[config.mk]
export PLATFORM = sky130hd
export DESIGN_NAME = stream_record_deframer_core
export DESIGN_NICKNAME = d
export VERILOG_FILES = /design/src/sv/srd_pkg.sv /design/src/sv/srd_cell.sv /design/src/sv/srd_emit.sv /design/src/sv/stream_record_deframer_core.sv
export SDC_FILE = /design/constraint.sdc
export NUM_CORES = 1
export LEC_CHECK = 0
export BUFFER_PORTS_ARGS = -buffer_cell sky130_fd_sc_hd__buf_2
export CORE_ASPECT_RATIO = 0.9
export CORE_MARGIN = 2
export CORE_UTILIZATION = 40
export DETAILED_ROUTE_END_ITERATION = 7
export GPL_ROUTABILITY_DRIVEN = 0
export GPL_TIMING_DRIVEN = 0
export PLACE_DENSITY = 0.55
export SYNTH_ARGS = -nofsm -noshare
export SYNTH_HDL_FRONTEND = slang
export SYNTH_SLANG_ARGS = --single-unit
[constraint.sdc]
create_clock -name aclk -period 4.3 [get_ports aclk]
set_input_delay 0.43 -clock aclk [delete_from_list [all_inputs] [get_ports aclk]]
set_output_delay 0.43 -clock aclk [all_outputs]
set_load 0.02 [all_outputs]
[src/sv/srd_pkg.sv]
// ----------------------------------------------------------------------------
// srd_pkg
// Shared types and constants of the stream record deframer: payload structs,
// mode codes, register indexes, reset values and the request passed from the
// window control to the result emitter.
// ----------------------------------------------------------------------------
package srd_pkg;

    // largest delimiter the window supports
    localparam int DELIM_MAX_DEF = 8;

    // configuration port
    localparam int CFG_IDX_W  = 2;
    localparam int CFG_DATA_W = 64;

    localparam logic [CFG_IDX_W-1:0] REG_MODE        = 2'd0;
    localparam logic [CFG_IDX_W-1:0] REG_RECORD_LEN  = 2'd1;
    localparam logic [CFG_IDX_W-1:0] REG_DELIM_LEN   = 2'd2;
    localparam logic [CFG_IDX_W-1:0] REG_DELIM_BYTES = 2'd3;

    // split modes; the unused code behaves as line mode
    localparam logic [1:0] MODE_LINE  = 2'd0;
    localparam logic [1:0] MODE_EXACT = 2'd1;
    localparam logic [1:0] MODE_UNTIL = 2'd2;

    // register reset values
    localparam logic [1:0]  RST_MODE        = MODE_LINE;
    localparam logic [15:0] RST_RECORD_LEN  = 16'd4096;
    localparam logic [3:0]  RST_DELIM_LEN   = 4'd1;
    localparam logic [63:0] RST_DELIM_BYTES = 64'd10;

    // line mode characters
    localparam logic [7:0] CH_LF = 8'h0A;
    localparam logic [7:0] CH_CR = 8'h0D;

    // input request
    typedef struct packed {
        logic [7:0] data_byte;
        logic       stream_end;
    } srd_in_t;

    // result request
    typedef struct packed {
        logic [7:0] out_byte;
        logic       byte_valid;
        logic       record_end;
        logic       truncated;
    } srd_out_t;

    // one result to produce, from window control to emitter
    typedef struct packed {
        logic       valid;       // produce a result this cycle
        logic       is_byte;     // payload byte, else an end marker
        logic       last_flush;  // last byte released at stream end
        logic       flush_mark;  // marker belongs to a stream end flush
        logic [7:0] data;
    } srd_pop_t;

endpackage

[src/sv/srd_cell.sv]
// ----------------------------------------------------------------------------
// srd_cell
// One byte of the held window. Takes its neighbor's byte on every accepted
// request and compares its own byte against every delimiter byte.
// ----------------------------------------------------------------------------
module srd_cell
    import srd_pkg::*;
#(
    parameter int DELIM_MAX = DELIM_MAX_DEF
) (
    input  logic                      aclk,
    input  logic                      shift_en,
    input  logic [7:0]                shift_in,
    input  logic [DELIM_MAX-1:0][7:0] delim,
    output logic [7:0]                byte_out,
    output logic [DELIM_MAX-1:0]      eq_out
);

    logic [7:0] byte_reg;
    logic [7:0] byte_next;

    // shift from the newer neighbor
    assign byte_next = shift_en ? shift_in : byte_reg;

    always_ff @(posedge aclk) begin
        byte_reg <= byte_next;
    end

    // compare against each delimiter position
    always_comb begin
        for (int k = 0; k < DELIM_MAX; k++) begin
            eq_out[k] = (byte_reg == delim[k]);
        end
    end

    assign byte_out = byte_reg;

endmodule

[src/sv/srd_emit.sv]
// ----------------------------------------------------------------------------
// srd_emit
// Result emitter: turns one window request per cycle, while can_pop is high,
// into a result, counts the open record's bytes, holds the output register.
// ----------------------------------------------------------------------------
module srd_emit
    import srd_pkg::*;
(
    input  logic        aclk,
    input  logic        aresetn,
    input  srd_pop_t    req,
    input  logic [1:0]  mode,
    input  logic [15:0] record_length,
    input  logic        m_ready,
    output logic        can_pop,
    output logic        m_valid,
    output srd_out_t    m_payload
);

    logic [15:0] bir_reg;
    logic [15:0] bir_next;
    logic        m_valid_reg;
    logic        m_valid_next;
    srd_out_t    res_reg;
    srd_out_t    res_next;

    logic [16:0] limit;
    logic [16:0] cnt;
    logic        hit;
    logic        is_exact;
    logic        trunc_mode;
    logic        emit;

    // exact mode limit, zero meaning the full 16-bit range
    assign limit      = (record_length == 16'd0) ? 17'h10000 : {1'b0, record_length};
    assign cnt        = {1'b0, bir_reg} + 17'd1;
    assign hit        = (cnt >= limit);
    assign is_exact   = (mode == MODE_EXACT);
    assign trunc_mode = (mode == MODE_EXACT) || (mode == MODE_UNTIL);

    // build the result and the new record count
    always_comb begin
        res_next = res_reg;
        bir_next = bir_reg;
        emit     = 1'b0;
        if (req.valid) begin
            if (req.is_byte) begin
                emit                = 1'b1;
                res_next            = '0;
                res_next.out_byte   = req.data;
                res_next.byte_valid = 1'b1;
                if (is_exact) begin
                    if (hit) begin
                        res_next.record_end = 1'b1;
                        bir_next            = 16'd0;
                    end else begin
                        bir_next = cnt[15:0];
                    end
                end else if (bir_reg != 16'hFFFF) begin
                    bir_next = bir_reg + 16'd1;
                end
                // stream end closes a record still open after this byte
                if (req.last_flush && !(is_exact && hit)) begin
                    res_next.record_end = 1'b1;
                    res_next.truncated  = trunc_mode;
                    bir_next            = 16'd0;
                end
            end else if (req.flush_mark) begin
                // bare close at stream end, only for an open record
                if (bir_reg != 16'd0) begin
                    emit                = 1'b1;
                    res_next            = '0;
                    res_next.record_end = 1'b1;
                    res_next.truncated  = trunc_mode;
                    bir_next            = 16'd0;
                end
            end else begin
                // delimiter or line end marker
                emit                = 1'b1;
                res_next            = '0;
                res_next.record_end = 1'b1;
                bir_next            = 16'd0;
            end
        end
    end

    // output register
    assign m_valid_next = emit ? 1'b1 : (m_ready ? 1'b0 : m_valid_reg);
    assign can_pop      = !m_valid_reg || m_ready;

    always_ff @(posedge aclk) begin
        if (!aresetn) begin
            bir_reg     <= 16'd0;
            m_valid_reg <= 1'b0;
        end else begin
            bir_reg     <= bir_next;
            m_valid_reg <= m_valid_next;
        end
    end

    always_ff @(posedge aclk) begin
        res_reg <= res_next;
    end

    assign m_valid   = m_valid_reg;
    assign m_payload = res_reg;

endmodule

[src/sv/stream_record_deframer_core.sv]
// ----------------------------------------------------------------------------
// stream_record_deframer_core
// Splits a byte stream into records by line end, fixed length or a delimiter
// of up to DELIM_MAX bytes; candidate delimiter bytes wait in a cell chain.
//
//   channel  dir  handshake          payload
//   s_       in   s_valid/s_ready    data_byte, stream_end
//   m_       out  m_valid/m_ready    out_byte, byte_valid, record_end, truncated
//   cfg_     in   cfg_we             cfg_index, cfg_data
//
// While the receiver keeps up, a request whose step gives zero or one result
// is taken every cycle, and a step with k results (held bytes released, a
// marker) sends one result a cycle into the output register; the next
// request is taken in the cycle its last result is loaded into the output
// register. Synchronous active low reset clears counts and flags; window
// bytes are not cleared. After stream end all requests are taken and dropped
// until reset.
// ----------------------------------------------------------------------------
module stream_record_deframer_core
    import srd_pkg::*;
#(
    parameter int DELIM_MAX = DELIM_MAX_DEF
) (
    input  logic                  aclk,
    input  logic                  aresetn,
    input  logic                  s_valid,
    output logic                  s_ready,
    input  srd_in_t               s_payload,
    output logic                  m_valid,
    input  logic                  m_ready,
    output srd_out_t              m_payload,
    input  logic                  cfg_we,
    input  logic [CFG_IDX_W-1:0]  cfg_index,
    input  logic [CFG_DATA_W-1:0] cfg_data
);

    localparam int NCELL = DELIM_MAX + 1;
    localparam int CW    = $clog2(NCELL + 1);
    localparam int PW    = $clog2(NCELL);

    // configuration registers
    logic [1:0]  mode_reg;
    logic [15:0] rec_len_reg;
    logic [3:0]  dlen_reg;
    logic [63:0] delim_reg;

    // window control
    logic [CW-1:0] held_reg, held_next;
    logic [CW-1:0] rel_reg, rel_next;
    logic [PW-1:0] ptr_reg, ptr_next;
    logic          marker_reg, marker_next;
    logic          flush_reg, flush_next;
    logic          closed_reg, closed_next;

    logic [DELIM_MAX-1:0][7:0] delim;
    logic [NCELL-1:0][7:0]     cell_byte;
    logic [NCELL-1:0][DELIM_MAX-1:0] cell_eq;
    logic [DELIM_MAX-1:0]      eqb;

    logic          s_acc;
    logic          take;
    logic          pending;
    logic          last_one;
    logic          can_pop;
    logic          pop_go;
    logic [7:0]    b;
    logic [CW-1:0] len;
    logic [CW-1:0] dlen;
    logic [CW-1:0] smax;
    logic [CW-1:0] s_len;
    logic          hold_cr;
    srd_pop_t      req;

    // delimiter bytes, zero past the eighth
    genvar k;
    generate
        for (k = 0; k < DELIM_MAX; k++) begin : g_delim
            if (k < 8) begin : g_byte
                assign delim[k] = delim_reg[8*k +: 8];
            end else begin : g_zero
                assign delim[k] = 8'h00;
            end
        end
    endgenerate

    // handshake
    assign pending  = (rel_reg != '0) || marker_reg;
    assign last_one = ((rel_reg == CW'(1)) && !marker_reg) || ((rel_reg == '0) && marker_reg);
    assign pop_go   = pending && can_pop;
    assign s_ready  = closed_reg || !pending || (last_one && can_pop);
    assign s_acc    = s_valid && s_ready;
    assign take     = s_acc && !closed_reg;
    assign b        = s_payload.data_byte;

    // cell chain, newest byte in cell 0
    genvar j;
    generate
        for (j = 0; j < NCELL; j++) begin : g_cell
            logic [7:0] sin;
            if (j == 0) begin : g_head
                assign sin = b;
            end else begin : g_link
                assign sin = cell_byte[j-1];
            end
            srd_cell #(
                .DELIM_MAX (DELIM_MAX)
            ) u_cell (
                .aclk     (aclk),
                .shift_en (take),
                .shift_in (sin),
                .delim    (delim),
                .byte_out (cell_byte[j]),
                .eq_out   (cell_eq[j])
            );
        end
    endgenerate

    // incoming byte against each delimiter position
    always_comb begin
        for (int i = 0; i < DELIM_MAX; i++) begin
            eqb[i] = (b == delim[i]);
        end
    end

    // clamped delimiter length and window length
    always_comb begin
        if (dlen_reg == 4'd0) begin
            dlen = CW'(1);
        end else if (32'(dlen_reg) > DELIM_MAX) begin
            dlen = CW'(DELIM_MAX);
        end else begin
            dlen = CW'(dlen_reg);
        end
    end

    assign len  = held_reg + CW'(1);
    assign smax = (len < dlen) ? len : dlen;

    // longest window suffix that is a delimiter prefix
    always_comb begin
        logic ok;
        s_len = '0;
        for (int s = 1; s <= DELIM_MAX; s++) begin
            ok = (CW'(s) <= smax);
            for (int p = 0; p < s; p++) begin
                if (p == 0) begin
                    ok = ok && eqb[s-1];
                end else begin
                    ok = ok && cell_eq[p-1][s-1-p];
                end
            end
            if (ok) begin
                s_len = CW'(s);
            end
        end
    end

    assign hold_cr = (held_reg != '0) && (cell_byte[0] == CH_CR);

    // plan of the next step and drain of the current one
    always_comb begin
        held_next   = held_reg;
        rel_next    = rel_reg;
        ptr_next    = ptr_reg;
        marker_next = marker_reg;
        flush_next  = flush_reg;
        closed_next = closed_reg;
        if (pop_go) begin
            if (rel_reg != '0) begin
                rel_next = rel_reg - CW'(1);
                ptr_next = ptr_reg - PW'(1);
            end else begin
                marker_next = 1'b0;
            end
        end
        if (take) begin
            ptr_next    = PW'(held_reg);
            marker_next = 1'b0;
            flush_next  = 1'b0;
            held_next   = '0;
            if (s_payload.stream_end) begin
                closed_next = 1'b1;
                flush_next  = 1'b1;
                rel_next    = held_reg;
                marker_next = (held_reg == '0);
            end else begin
                case (mode_reg)
                    MODE_EXACT: begin
                        rel_next = len;
                    end
                    MODE_UNTIL: begin
                        rel_next = len - s_len;
                        if (s_len == dlen) begin
                            marker_next = 1'b1;
                        end else begin
                            held_next = s_len;
                        end
                    end
                    default: begin
                        if (b == CH_LF) begin
                            rel_next    = hold_cr ? (held_reg - CW'(1)) : held_reg;
                            marker_next = 1'b1;
                        end else if (b == CH_CR) begin
                            rel_next  = held_reg;
                            held_next = CW'(1);
                        end else begin
                            rel_next = len;
                        end
                    end
                endcase
            end
        end
    end

    // control registers
    always_ff @(posedge aclk) begin
        if (!aresetn) begin
            held_reg   <= '0;
            rel_reg    <= '0;
            ptr_reg    <= '0;
            marker_reg <= 1'b0;
            flush_reg  <= 1'b0;
            closed_reg <= 1'b0;
        end else begin
            held_reg   <= held_next;
            rel_reg    <= rel_next;
            ptr_reg    <= ptr_next;
            marker_reg <= marker_next;
            flush_reg  <= flush_next;
            closed_reg <= closed_next;
        end
    end

    // configuration writes
    always_ff @(posedge aclk) begin
        if (!aresetn) begin
            mode_reg    <= RST_MODE;
            rec_len_reg <= RST_RECORD_LEN;
            dlen_reg    <= RST_DELIM_LEN;
            delim_reg   <= RST_DELIM_BYTES;
        end else if (cfg_we) begin
            case (cfg_index)
                REG_MODE:        mode_reg    <= cfg_data[1:0];
                REG_RECORD_LEN:  rec_len_reg <= cfg_data[15:0];
                REG_DELIM_LEN:   dlen_reg    <= cfg_data[3:0];
                REG_DELIM_BYTES: delim_reg   <= cfg_data[63:0];
                default: begin
                end
            endcase
        end
    end

    // next result, oldest released byte first
    always_comb begin
        req            = '0;
        req.valid      = pop_go;
        req.is_byte    = (rel_reg != '0);
        req.last_flush = flush_reg && (rel_reg == CW'(1));
        req.flush_mark = flush_reg;
        req.data       = cell_byte[ptr_reg];
    end

    srd_emit u_emit (
        .aclk          (aclk),
        .aresetn       (aresetn),
        .req           (req),
        .mode          (mode_reg),
        .record_length (rec_len_reg),
        .m_ready       (m_ready),
        .can_pop       (can_pop),
        .m_valid       (m_valid),
        .m_payload     (m_payload)
    );

endmodule

After elaboration in Yosys (flattened, before gate mapping)
Index checks and enable logic that the tools add are counted.

Add/subtract/negate cells: 7. Mux-type cells: 57. Magnitude comparators: 12. Equality and inequality tests: 50. Reduce and logical (&&, ||, !) cells: 77.

Operators with widths (number): == test 8 bit (36); two-way mux 16 bit (7); two-way mux 4 bit (22); logical AND 1 bit (46); two-way mux 11 bit (3); binary-select mux 8 bit (select 4 bit) (1); == test 8 x 4 -> 1 bit (second input constant) (3); two-way mux 1 bit (18); adder 16 x 1 -> 17 bit (second input constant) (1); greater-or-equal comparator 17 bit (1); two-way mux 17 bit (1); adder 16 x 1 -> 16 bit (second input constant) (1); less-or-equal comparator 3 x 4 -> 1 bit (first input constant) (4); logical NOT 16 bit (1); != test 16 bit (second input constant) (1); one-hot mux 4 bit (2 select lines) (2); AND reduction 2 bit (8); nonzero test 16 bit (1); logical NOT 4 bit (3); subtractor 4 x 1 -> 4 bit (second input constant) (3); less-or-equal comparator 2 x 4 -> 1 bit (first input constant) (2); two-way mux 8 bit (1); nonzero test 4 bit (2); == test 2 bit (second input constant) (3); 20 further kinds (32).

Input port bits: 80. Output and inout port bits: 13. Bits in registers: 201. Word-level logic and storage cells: 228.

Logic depth before layout (Yosys ltp)
Depth in word-level cells: 20. Mapped depth: 21. Mapped depth without buffers: 21.

By module
A second synthesis with hierarchy kept.

Cell total of the unflattened synthesis: 1962. Area total of the unflattened synthesis: 17407.9 um2.

Modules (own cells, without submodules): srd_cell (cells each 104, area an instance 1021.0 um2, sequential area each 240.2 um2, instances 9); stream_record_deframer_core (cells each 794, area an instance 6163.4 um2, sequential area each 2021.9 um2, instances 1); srd_emit (cells each 232, area an instance 2055.7 um2, sequential area each 670.6 um2, instances 1).

Worst setup path after synthesis
Ideal clock, no wire load.

Path kind: register to register. Start: reg rel_reg[0]. End: reg held_reg[2]. Path slack: -0.233 ns. Path buffers: 2. Arrival time: 4.418 ns. Period minus slack after synthesis: 4.533 ns. Stages on the path, launching flop included: 13. Data required time: 4.186 ns. Library setup time: 0.114 ns. Path through: dfxtp_1 inv_1 ha_1 and2_1 clkbuf_1 a21oi_1 o21ai_0 nand3b_1 inv_1 buf_1 nor3_1 a31oi_1 a21bo_1.

Word-level cells in the longest chain between the ends: 7. Elaborated cells on any way between the ends: 13. Those cells by class: eq/ne (1); reduce/logical (12).

Ends and longest elaborated chain: start, declared (line stream_record_deframer_core.sv:49) `logic [CW-1:0] rel_reg, rel_next;`; start signal, assigned (line stream_record_deframer_core.sv:226) `rel_reg <= rel_next;`; == test 4 x 1 -> 1 bit (tied with other cells) (line stream_record_deframer_core.sv:88) `assign last_one = ((rel_reg == CW'(1)) && !marker_reg) || ((rel_reg == '0) && marker_reg);`; logical AND 1 bit / logical OR 1 bit (equally long branches) (line stream_record_deframer_core.sv:88, stream_record_deframer_core.sv:87); logical OR 1 bit / logical NOT 1 bit (equally long branches) (line stream_record_deframer_core.sv:88, stream_record_deframer_core.sv:90); logical AND 1 bit / logical OR 1 bit (equally long branches) (line stream_record_deframer_core.sv:90) `assign s_ready = closed_reg || !pending || (last_one && can_pop);`; logical OR 1 bit * (line stream_record_deframer_core.sv:90); named net s_ready (line stream_record_deframer_core.sv:27) `output logic s_ready,`; logical AND 1 bit * (line stream_record_deframer_core.sv:91) `assign s_acc = s_valid && s_ready;`; logical AND 1 bit * (line stream_record_deframer_core.sv:92) `assign take = s_acc && !closed_reg;`; named net g_cell[0].u_cell.shift_en (line srd_cell.sv:12) `input logic shift_en,`; end signal, assigned (line stream_record_deframer_core.sv:225) `held_reg <= held_next;`; end, declared (line stream_record_deframer_core.sv:48) `logic [CW-1:0] held_reg, held_next;`.

Mark *: on every way through the listed nets, which the timed path passes. The rest lies on a longest branch. A chain may end at the register's enable or synchronous reset.

Worst setup path after layout
Start: reg held_reg[0]. End: reg rel_reg[2].

Word-level cells in the longest chain between the ends: 17. Elaborated cells on any way between the ends: 65. Those cells by class: add/sub (3); order compare (9); mux (15); reduce/logical (38).

Ends and longest elaborated chain: adder 4 x 1 -> 4 bit (line stream_record_deframer_core.sv:136) `assign len = held_reg + CW'(1);`; < comparator 4 bit (line stream_record_deframer_core.sv:137) `assign smax = (len < dlen) ? len : dlen;`; two-way mux 4 bit (line stream_record_deframer_core.sv:137); less-or-equal comparator 1 x 4 -> 1 bit (tied with other cells) (line stream_record_deframer_core.sv:144) `ok = (CW'(s) <= smax);`; logical AND 1 bit (line stream_record_deframer_core.sv:147) `ok = ok && eqb[s-1];`; two-way mux 1 bit / logical AND 1 bit (equally long branches) (line stream_record_deframer_core.sv:152, stream_record_deframer_core.sv:149); two-way mux 4 bit / logical AND 1 bit (equally long branches) (6 in a row) (line stream_record_deframer_core.sv:152, stream_record_deframer_core.sv:149); two-way mux 4 bit (line stream_record_deframer_core.sv:152) `if (ok) begin`; subtractor 4 bit (line stream_record_deframer_core.sv:192) `rel_next = len - s_len;`; one-hot mux 4 bit (2 select lines) * (line stream_record_deframer_core.sv:187) `case (mode_reg)`; two-way mux 4 bit * (line stream_record_deframer_core.sv:181) `if (s_payload.stream_end) begin`; two-way mux 4 bit * (line stream_record_deframer_core.sv:176) `if (take) begin`.

Mark *: on every way between the ends. The rest lies on a longest branch, timed or not.

==> impl_metrics.tcl <==
set metrics [dict create \
    drt-initial-drc-count 1071 \
    track_usage_pct 24.9 \
    hold_depth 1 \
    dpl.hpwl_mm 32.5 \
    critical_path_required_ns 4.68 \
    netlist.area_leader.share_pct 19.3 \
    coreArea_sq_mm 0.0319 \
    cp.arrival_ns 4.50 \
    reg2reg_to "rel_reg[2]$_SDFFE_PN0P_" \
    cap_violations 0 \
    hold_ws_ns 0.101 \
    status "finished clean" \
    final.setup_skew_ns 0.0177 \
    ir_drop_uv 256 \
    powerDensity_mw_per_mm2 524 \
    p_total_mw 7.85 \
    synth.most_common_cell "nand2_1" \
    ioPinCount 93 \
    cts_hold_buf 0 \
    synth_seq_cells 201 \
    insertion_delay_ns 0.52 \
    min_delay_worst_endpoint "g_cell[0].u_cell.byte_out[7]$_DFFE_PP_" \
    timing_hold_violations_final 0 \
    worstPathMaxFanout 7 \
    drtAntennaViolNets 0 \
    ys_async_sr_fraction_pct 0 \
    drive_gt1_share_pct 17.8 \
    dieWidth_um 193 \
    slew_violations 0 \
    ys_seq_area_share_pct 37.6 \
    slew_headroom_pct 35.8 \
    cts_tree "built" \
    critPathSlowestCell "fa_1" \
    worstSetupPathType "reg2reg" \
    largest_reg_flops 72 \
    slowest_delay_ns 0.40 \
    crit_path_cell_trace "inv_4, ha_4, ha_2, o211a_4, o41a_1, buf_4, nor2_4, a211oi_2, or3_4, a31o_2, nand2_1, inv_1, fa_1, xnor2_1, a22oi_1, nor2_1, a31oi_1, o22ai_1, a221oi_2, nor2_1" \
    numCtsBuffers 23 \
    rr_worst_depth 20 \
    syn-num-nets 1546 \
    setup_slack_ns 0.172 \
    synthFlopType "dfxtp_1" \
    antenna_found_initial 0 \
    drt-pass1-iter-count 5 \
    die_area_sq_mm 0.0338 \
    synth_edf_count 83 \
    p_leak_nw 5.83 \
    grt_pass1_vias 10700 \
    worst_setup_path_start_kind "flip-flop" \
    grt_pass1_wl_mm 65.0 \
    wl_per_cell_um 21.7 \
    die_h_um 175 \
    worst_slew_pin_slew_ns 0.963 \
    yosysWarningCount 0 \
    setup_viol 0 \
    r2r_slack_ns 0.17 \
    initial_utilization_pct 40.5 \
    postLayoutCellArea_sq_mm 0.0150 \
    io_buffer_count 91 \
    ys_types 82 \
    diodes 0 \
    fin_crit_sh_pct 96.0 \
    netlist_area_sq_mm 0.0129 \
    clockRootBuffer "clkbuf_16" \
    cts.sinks 201 \
    rsz0062_at_grt "yes" \
    synth.area.top_cells "edfxtp_1 (19%), dfxtp_1 (18%), xor2_1 (12%), xnor2_1 (8.6%), nand2_1 (5.5%)" \
    dpl_worst_slack_ns -0.609 \
    path_clk_slew_ns 0.07 \
    finalNetCount 1670 \
    synth_top_area_cell "edfxtp_1" \
    grt_start_max_net_pins 78 \
    overflow 0 \
    min-delay-start "s_payload[8]" \
    clk_path_buf_depth 3 \
    vias 11400 \
    drc_errors 0 \
    hold_path.class "in2reg" \
    drt_wl_total_mm 43.0 \
    r2r_start "held_reg[0]$_SDFFE_PN0P_" \
    synthTopCellsByCount "nand2_1 (191), xor2_1 (184), xnor2_1 (127)" \
    rows 62 \
    synthToLayoutAreaGrowth_pct 16.0 \
    cts.htree.levels 1 \
    fin_tns_setup_ns 0 \
    end_kind "flip-flop" \
    fin_crit_ns 4.13 \
    fmax_ghz 0.242 \
    synthCells 1431 \
    placed_area_sq_mm 0.0139 \
    critPathMostFrequentCell "nor2_1" \
    syn_avg_cell_area_sq_um 9.03 \
    via_per_inst 5.72 \
]
## cells in the final DEF (no fill, tap or decap), types with 18 or more instances in the layout
cell type	count
xor2_1	182
nand2_1	189
clkbuf_16	23
o21ai_0	18
inv_1	36
edfxtp_1	83
nor4_1	55
nor2_1	61
nand3_1	23
a21oi_1	105
clkbuf_1	64
buf_2	139
nand4_1	42
dfxtp_1	114
ha_1	28
xnor2_1	127
## final cells by class
cell class	instances	area, sq um
Sequential cell	201	4870
Clock inverter	12	105
Timing Repair Buffer	104	573
Buffer	131	583
Tap cell	416	520
Multi-Input combinational cell	1052	7580
Inverter	42	160
Clock buffer	28	604
Fill cell	3062	16900
## cell families (layout without fill, tap and decap cells)
group                      after synthesis  after routing  synth area share, %
and+or+nand+nor                        448            448                 16.9
xor gates and xnor gates               311            311                 21.1
AOI/OAI and AO/OA                      229            229                 11.5
DFF                                    201            201                 37.6
buffers and inverters                  178            317                 5.75
adders and majority gates               35             35                 3.45
muxes                                   29             29                 3.81
## through the flow
stage,util [%],cells
after floorplan,-,1431
after global placement,43.6,1938
after detailed placement,43.7,1939
after CTS,46.1,1979
after global routing,47.0,1986
final,47.0,1986
## power breakdown
part	internal [mW]	leakage, nW	switching (mW)
registers	2.56	1.76	0.321
clock network	1.11	0.345	0.790
logic	1.17	3.72	1.91
## critical path: cells and delay by family (launching register included)
kind | cells | cell delay, ns
compound gates | 8 | 1.44
xor+xnor | 1 | 0.15
fa+ha+maj | 3 | 0.99
buf+inv | 3 | 0.32
flops | 1 | 0.39
simple gates | 5 | 0.70
## worst max-delay path by stage
stage                             startpoint                        to  slack, ns  depth (start not counted)
floorplan            rel_reg[0]$_SDFFE_PN0P_  held_reg[2]$_SDFFE_PN0P_       0.03                         12
CTS                 held_reg[0]$_SDFFE_PN0P_   rel_reg[2]$_SDFFE_PN0P_      -0.09                         18
global route        held_reg[0]$_SDFFE_PN0P_   rel_reg[2]$_SDFFE_PN0P_      -0.05                         20
detailed placement  held_reg[3]$_SDFFE_PN0P_   rel_reg[2]$_SDFFE_PN0P_      -0.61                         20
finish              held_reg[0]$_SDFFE_PN0P_   rel_reg[2]$_SDFFE_PN0P_       0.17                         20
global placement    held_reg[3]$_SDFFE_PN0P_   rel_reg[3]$_SDFFE_PN0P_      -0.59                         20
## metal layers
metal | up-vias | global-route usage (%) | share of wire, %
met2 | 612 | 36.5 | 41
met1 | 5375 | 35.6 | 45
met3 | 141 | 5.84 | 9.4
met4 | 0 | 9.03 | 4.5
met5 | - | 0 | 0
li1 | 5225 | - | -
## what timing repair did
item	in CTS	in global routing
endpoints found under the hold margin	0	0
resized for setup	15	58
pin swaps	2	12
endpoints found under the setup margin	14	19
gates cloned	0	0
buffers inserted	2	10
Power figures use the tool's default switching activity.
